==> src/hdl/sifn_pkg.sv <==
// ----------------------------------------------------------------------------
// sifn_pkg
// Shared types, codes and helpers of the integrate-and-fire soma.
// ----------------------------------------------------------------------------
package sifn_pkg;

   localparam int KIND_W    = 2;
   localparam int NEURON_W  = 10;
   localparam int DATA_W    = 32;
   localparam int STATUS_W  = 2;
   localparam int FRAC_BITS = 16;

   // 1.0 in the fixed-point format
   localparam logic [DATA_W-1:0] THRESH_RESET = DATA_W'(1) << FRAC_BITS;

   typedef enum logic [KIND_W-1:0] {
      KIND_STEP   = 2'd0,
      KIND_THRESH = 2'd1,
      KIND_BIAS   = 2'd2,
      KIND_NONE   = 2'd3
   } kind_type;

   typedef enum logic [STATUS_W-1:0] {
      ST_UPDATED = 2'd0,
      ST_FIRED   = 2'd1,
      ST_WRITTEN = 2'd2
   } status_type;

   typedef struct packed {
      logic                     inclusive;
      logic                     has_current;
      logic signed [DATA_W-1:0] current;
      logic signed [DATA_W-1:0] potential;
      logic signed [DATA_W-1:0] bias;
      logic signed [DATA_W-1:0] threshold;
   } core_in_type;

   typedef struct packed {
      status_type               status;
      logic signed [DATA_W-1:0] potential;
   } core_out_type;

   // clamp a 33-bit exact sum to the signed 32-bit range
   function automatic logic signed [DATA_W-1:0] sat33(input logic [DATA_W:0] v);
      logic signed [DATA_W-1:0] r;
      if (v[DATA_W] != v[DATA_W-1]) begin
         r = v[DATA_W] ? {1'b1, {(DATA_W-1){1'b0}}} : {1'b0, {(DATA_W-1){1'b1}}};
      end else begin
         r = v[DATA_W-1:0];
      end
      return r;
   endfunction

endpackage

==> src/hdl/sifn_core.sv <==
// ----------------------------------------------------------------------------
// sifn_core
// Timestep update: integrate current and bias, threshold test, subtractive reset.
// ----------------------------------------------------------------------------
module sifn_core
   import sifn_pkg::*;
(
   input  core_in_type  core_in,
   output core_out_type core_out
);

   logic signed [DATA_W-1:0] after_cur;
   logic signed [DATA_W-1:0] after_bias;
   logic signed [DATA_W-1:0] after_sub;
   logic signed [DATA_W-1:0] thresh;
   logic [DATA_W:0]          sum_cur;
   logic [DATA_W:0]          sum_bias;
   logic [DATA_W:0]          diff;
   logic                     fire;

   always_comb begin
      thresh  = core_in.threshold;
      sum_cur = {core_in.potential[DATA_W-1], core_in.potential}
              + {core_in.current[DATA_W-1], core_in.current};
      after_cur = core_in.has_current ? sat33(sum_cur) : core_in.potential;

      sum_bias   = {after_cur[DATA_W-1], after_cur} + {core_in.bias[DATA_W-1], core_in.bias};
      after_bias = sat33(sum_bias);

      fire = core_in.inclusive ? (after_bias >= thresh) : (after_bias > thresh);

      diff      = {after_bias[DATA_W-1], after_bias} - {thresh[DATA_W-1], thresh};
      after_sub = sat33(diff);

      core_out.status    = fire ? ST_FIRED : ST_UPDATED;
      core_out.potential = fire ? after_sub : after_bias;
   end

endmodule

==> config.mk <==
export PLATFORM = sky130hd
export DESIGN_NAME = sifn_core
export DESIGN_NICKNAME = d
export VERILOG_FILES = /design/src/hdl/sifn_pkg.sv /design/src/hdl/sifn_core.sv
export SDC_FILE = /design/constraint.sdc
export NUM_CORES = 1
export LEC_CHECK = 0
export ABC_CLOCK_PERIOD_IN_PS = 14050
export BUFFER_PORTS_ARGS = -buffer_cell sky130_fd_sc_hd__buf_2
export CORE_MARGIN = 5
export CORE_UTILIZATION = 35
export DETAILED_ROUTE_END_ITERATION = 10
export SYNTH_ARGS = -nofsm -noshare
export SYNTH_HDL_FRONTEND = slang
export SYNTH_SLANG_ARGS = --single-unit
export TNS_END_PERCENT = 10
==> constraint.sdc <==
create_clock -name vclk -period 14.05
set_clock_uncertainty 0.05 [all_clocks]
set_input_delay 2.1075 -clock vclk [all_inputs]
set_output_delay 2.1075 -clock vclk [all_outputs]
set_load 0.01 [all_outputs]
==> reports/summary.txt, run 1 <==
status: complete, no violations
DR top layer: met4
CP max FO: 15
syn_nets: 1243
Initial Utilization: 0.3542
WL met3: 1.645 mm
switch share: 0.5716
initial antenna violation count: 0
M1 WL: 11.26 mm
grt ovf: 0
overall routing resource usage: 0.2000
Max Fclk: 74.81 MHz
first-iteration detailed-routing DRC count: 569
Final Slew Violations: 0
largest net degree at the start of global routing: 57
DR vias/cell: 5.679
vias: 8070
first-pass GRT wire length: 37.71 mm
Final #Nets: 1391
Unique masters post-synth: 76
row cnt: 51
CP max stage cell: o41a_1
Data arrival, critical path: 11.21 ns
slowest stage delay, CP: 0.53 ns
Port-buffer cells: 163
Comb power frac: 1.000
DPL Wire Length: 20.93 mm
Worst setup EP type: output port
startpoint types: input pin
final hold viol count: 0
P per Cell Area: 315.9 nW/µm²
fraction of layout cells with a size suffix above 1: 0.2033
Syn Inst Count: 1010
Post-Route WL: 24.23 mm
io pins: 164
met2 wire length: 11.00 mm
fin crit share: 0.9515
wire per inst: 17.05 µm
Cell Area, Placed: 8033 µm²
Seq/Total Area, Yosys: 0
power consumption: 2.560 mW
leakage power: 3.769 nW
CP Class: in2out
vias in the first global route: 7520
Yosys Warn Count: 0
Req. time, crit path: 11.89 ns
VDD IR max: 0.1353 mV
Tmin final: 13.37 ns
antenna fix cells: 0
setup ws final: 0.6821 ns
synthesized area: 6872 µm²
worst hold path type: in2out
die width: 150.1 µm
gp weighted congestion: 0.9493
most common cell after layout, fill and taps aside: buf_2
Slew @ Worst Pin: 0.8948 ns
finished layout cell area: 8105 µm²
Sequential Area: 0 µm²
most frequent cells in the layout: buf_2, ha_1, a21oi_1
Max Cap Viol: 0
area grow syn2layout: 17.95%
most used cell along the critical path: ha_1
core area: 19400 µm²
num sequential: 0
Setup WS pre-CTS: 0.1668 ns
Die Area: 22540 µm²
CLK BUF: 0
Mean Syn Cell Area: 6.804 µm²
hold_buf cts: 0
Placed Cells incl. Taps: 1418
Switch Pwr: 1.463 mW
Final Non-Filler Cells: 1421
DRT Pass-1 Iters: 5
Clock Power Share: 0
final setup violation count: 0
Routed Antenna Nets: 0
Slew headroom: 0.4035
Die Y: 150.1 µm
Reg power frac: 0
DR DRC count: 0
worst hold slack: 4.745 ns
P_int: 1.097 mW
## cell families (layout without fill, tap and decap cells)
| logic type | Yosys count | in the layout | synth area share |
|---|---|---|---|
| compound gates | 424 | 424 | 0.4266 |
| xor+xnor | 79 | 79 | 0.1007 |
| fa+ha+maj | 103 | 103 | 0.1908 |
| buf+inv | 113 | 259 | 0.06919 |
| mux | 6 | 6 | 0.009104 |
| other cells | 1 | 1 | 0.0005457 |
| simple gates | 284 | 284 | 0.2030 |
## path summary, 6_finish.rpt
kind                   startpoint           end  slack (ns)  cells after the start
worst max-delay path  core_in[72]  core_out[30]        0.68                     40
worst min-delay path   core_in[0]   core_out[0]        4.75                      5
## critical path: cells and delay by family
| family | cells | cell delay [ns] |
|---|---|---|
| mux | 1 | 0.12 |
| buf+inv | 6 | 0.89 |
| compound gates | 18 | 4.39 |
| fa+ha+maj | 6 | 2.15 |
| simple gates | 9 | 1.49 |
## what timing repair did
action                                 CTS  global route
gates resized for setup                  0            12
endpoints found under the hold margin    0             0
setup endpoints to repair                0            33
buffers inserted                         0             3
## metal layers
metal / vias up / global-route usage
met5: - / 0
met4: 0 / 0.02608
met3: 24 / 0.01866
met2: 285 / 0.3343
met1: 3684 / 0.2863
li1: 4077 / -
## stage by stage
step	util	TNS (ns)
floorplan	-	0
global placement	0.4141	0
detailed placement	0.4141	0
CTS	0.4141	0
global route	0.4178	-0.1374
finish	0.4178	0
## cell usage after synthesis, types with 5 or more instances
cell type / n / share of area
buf_2: 14 / 0.010
or2_2: 5 / 0.0046
o221ai_1: 5 / 0.0064
o21bai_1: 12 / 0.013
clkbuf_1: 33 / 0.018
xnor2_1: 45 / 0.057
o21ai_1: 17 / 0.012
a211oi_1: 7 / 0.0076
ha_1: 100 / 0.18
nor3_1: 15 / 0.011
nand4_1: 18 / 0.016
o21ai_0: 63 / 0.046
o22ai_1: 6 / 0.0055
o31ai_1: 9 / 0.0098
xor2_1: 34 / 0.043
o22a_1: 8 / 0.010
a31oi_1: 22 / 0.020
o21a_1: 56 / 0.061
a211o_1: 21 / 0.027
a21oi_1: 84 / 0.061
and4_1: 5 / 0.0064
and3_1: 9 / 0.0082
inv_1: 60 / 0.033
nor2_1: 76 / 0.042
nand3_1: 25 / 0.018
nand2_1: 76 / 0.042
nor2b_1: 9 / 0.0082
a21o_1: 39 / 0.043
nand2b_1: 21 / 0.019
and2_1: 7 / 0.0064
o211ai_1: 20 / 0.022
## final cells by class
cell class	instances	area [µm²]
repair buffers	199	1102
well taps	265	331.6
fillers	2098	11290
multi-input cells	897	6446
inverters	60	225.2
## power groups by stage
stage	registers, mW	logic, mW	clock network, mW
floorplan	0	1.76	0
global placement	0	2.51	0
detailed placement	0	2.50	0
CTS	0	2.51	0
global route	0	2.77	0
finish	0	2.56	0
(Power assumes the default switching activity.)
==> run 2: changes to the inputs <==
CELL_PAD_IN_SITES_DETAIL_PLACEMENT = 0   (was not set)
CELL_PAD_IN_SITES_GLOBAL_PLACEMENT = 1   (was not set)
PLACE_DENSITY_LB_ADDON = 0.1   (was not set)
TNS_END_PERCENT = not set   (was 10)
==> run 2 against run 1 <==
- cell count decreased by 0.84%
- global-route usage increased by 0.11 points
- die area did not move
- sequential share of layout area is the same
- combinational power is essentially flat
- fmax decreased by 1.3%
- utilization shrank 0.28 points
==> reports/summary.txt, run 2 (same netlist as run 1, synthesis figures left out) <==
DPL Wire Length: 20.88 mm (-0.24%)
worst hold slack: 4.722 ns (-0.02298 ns)
Die Y: 150.1 µm (unchanged)
die width: 150.1 µm (unchanged)
Reg power frac: 0 (unchanged)
Setup WS pre-CTS: 0.07590 ns (-0.09091 ns)
worst hold path type: in2out
status: complete, no violations
CLK BUF: 0 (unchanged)
Hold Crit Depth: 5 (unchanged)
leakage power: 3.729 nW (-1.1%)
P_int: 1.070 mW (-2.4%)
hold_buf cts: 0 (unchanged)
setup ws final: 0.5099 ns (-0.1721 ns)
VDD IR max: 0.3113 mV (+130%)
DRT Pass-1 Iters: 4 (-1)
CP Class: in2out
crit path from: core_in[72]
most frequent cells in the layout: buf_2, ha_1, a21oi_1
grt ovf: 0 (unchanged)
Sequential Area: 0 µm² (unchanged)
CP max stage cell: ha_1
wire per inst: 17.29 µm (+1.4%)
switch share: 0.5764 (+0.004855)
most common cell after layout, fill and taps aside: buf_2
Initial Utilization: 0.3542 (unchanged)
setup TNS: 0 ns (unchanged)
Max Cap Viol: 0 (unchanged)
P per Cell Area: 313.8 nW/µm² (-0.64%)
first-iteration detailed-routing DRC count: 358 (-37%)
overall routing resource usage: 0.2011 (+0.001133)
gp weighted congestion: 0.9319 (-1.8%)
final setup violation count: 0 (unchanged)
unrepaired setup endpoints after global routing: false
fin crit share: 0.9637 (+0.01225)
Data arrival, critical path: 11.38 ns (+0.17 ns)
Slew @ Worst Pin: 0.9118 ns (+0.01696 ns)
largest net degree at the start of global routing: 57 (unchanged)
vias: 7857 (-2.6%)
Worst setup EP type: output port
Setup crit end: core_out[23]
most used cell along the critical path: ha_1
num sequential: 0 (unchanged)
CP max FO: 20 (+5)
Max Fclk: 73.85 MHz (-1.3%)
initial antenna violation count: 0 (unchanged)
Die Area: 22540 µm² (unchanged)
area grow syn2layout: 17.17%
fraction of layout cells with a size suffix above 1: 0.1984 (-0.004861)
first-pass GRT wire length: 37.74 mm (about the same)
slowest stage delay, CP: 0.46 ns (-0.07 ns)
DR DRC count: 0 (unchanged)
power consumption: 2.527 mW (-1.3%)
Tmin final: 13.54 ns (+0.1721 ns)
DR vias/cell: 5.576 (-1.8%)
Clock Power Share: 0 (unchanged)
antenna fix cells: 0 (unchanged)
Switch Pwr: 1.457 mW (-0.46%)
io pins: 164 (unchanged)
vias in the first global route: 7389 (-1.7%)
core area: 19400 µm² (unchanged)
Post-Route WL: 24.37 mm (+0.55%)
row cnt: 51 (unchanged)
startpoint types: input pin
Slew headroom: 0.3922 (-0.01131)
Final Slew Violations: 0 (unchanged)
Routed Antenna Nets: 0 (unchanged)
Final #Nets: 1379 (-0.86%)
Req. time, crit path: 11.89 ns (about the same)
multi-input logic area: 6450 µm² (about the same)
Port-buffer cells: 163 (unchanged)
Comb power frac: 1.000 (about the same)
final hold viol count: 0 (unchanged)
Filler cells: 2172 (+3.5%)
[run 2: worst min-delay path by stage]
stage	start	end	slack, ns
2_1_floorplan	core_in[0]	core_out[0]	4.50
3_3_place_gp	core_in[0]	core_out[0]	4.71
3_5_place_dp	core_in[0]	core_out[0]	4.72
4_1_cts	core_in[0]	core_out[0]	4.72
5_1_grt	core_in[0]	core_out[0]	4.75
6_report	core_in[0]	core_out[0]	4.72
[run 2: worst max-delay path: cells and delay by family]
kind | cells | cell delay, ns
and+or+nand+nor | 9 | 1.87
adders and majority gates | 6 | 2.16
AOI/OAI and AO/OA | 17 | 4.02
buffers and inverters | 5 | 0.85
muxes | 2 | 0.33
[run 2: area by class of cell]
cell class | count | share of cell area
timing repair buffer | 187 | 0.1298
multi-input combinational | 897 | 0.8011
inverter | 60 | 0.02797
tap | 265 | 0.04118
[run 2: power by group through the flow]
stage                     clock (mW)  sequential (mW)  combinational (mW)
after CTS                          0                0                2.49
after floorplan                    0                0                1.76
after detailed placement           0                0                2.48
final                              0                0                2.53
after global routing               0                0                2.77
after global placement             0                0                2.50
[run 2: timing repair]
item                                    4_1_cts  5_1_grt
buffers inserted                              0        3
resized for setup                             0       17
endpoints found under the setup margin        0       33
[run 2: layer usage]
metal  GRT usage  wire length, µm
met5           0                0
met4     0.02425              304
met3    0.009031              968
met2      0.3388            11210
met1      0.2925            11890
[run 2: metrics by stage]
step                  util  area, µm²  std cells
finish              0.4151       8051       1409
global placement    0.4107       7968       1406
global route        0.4151       8051       1409
detailed placement  0.4107       7968       1406
CTS                 0.4107       7968       1406
floorplan                -       6872       1010
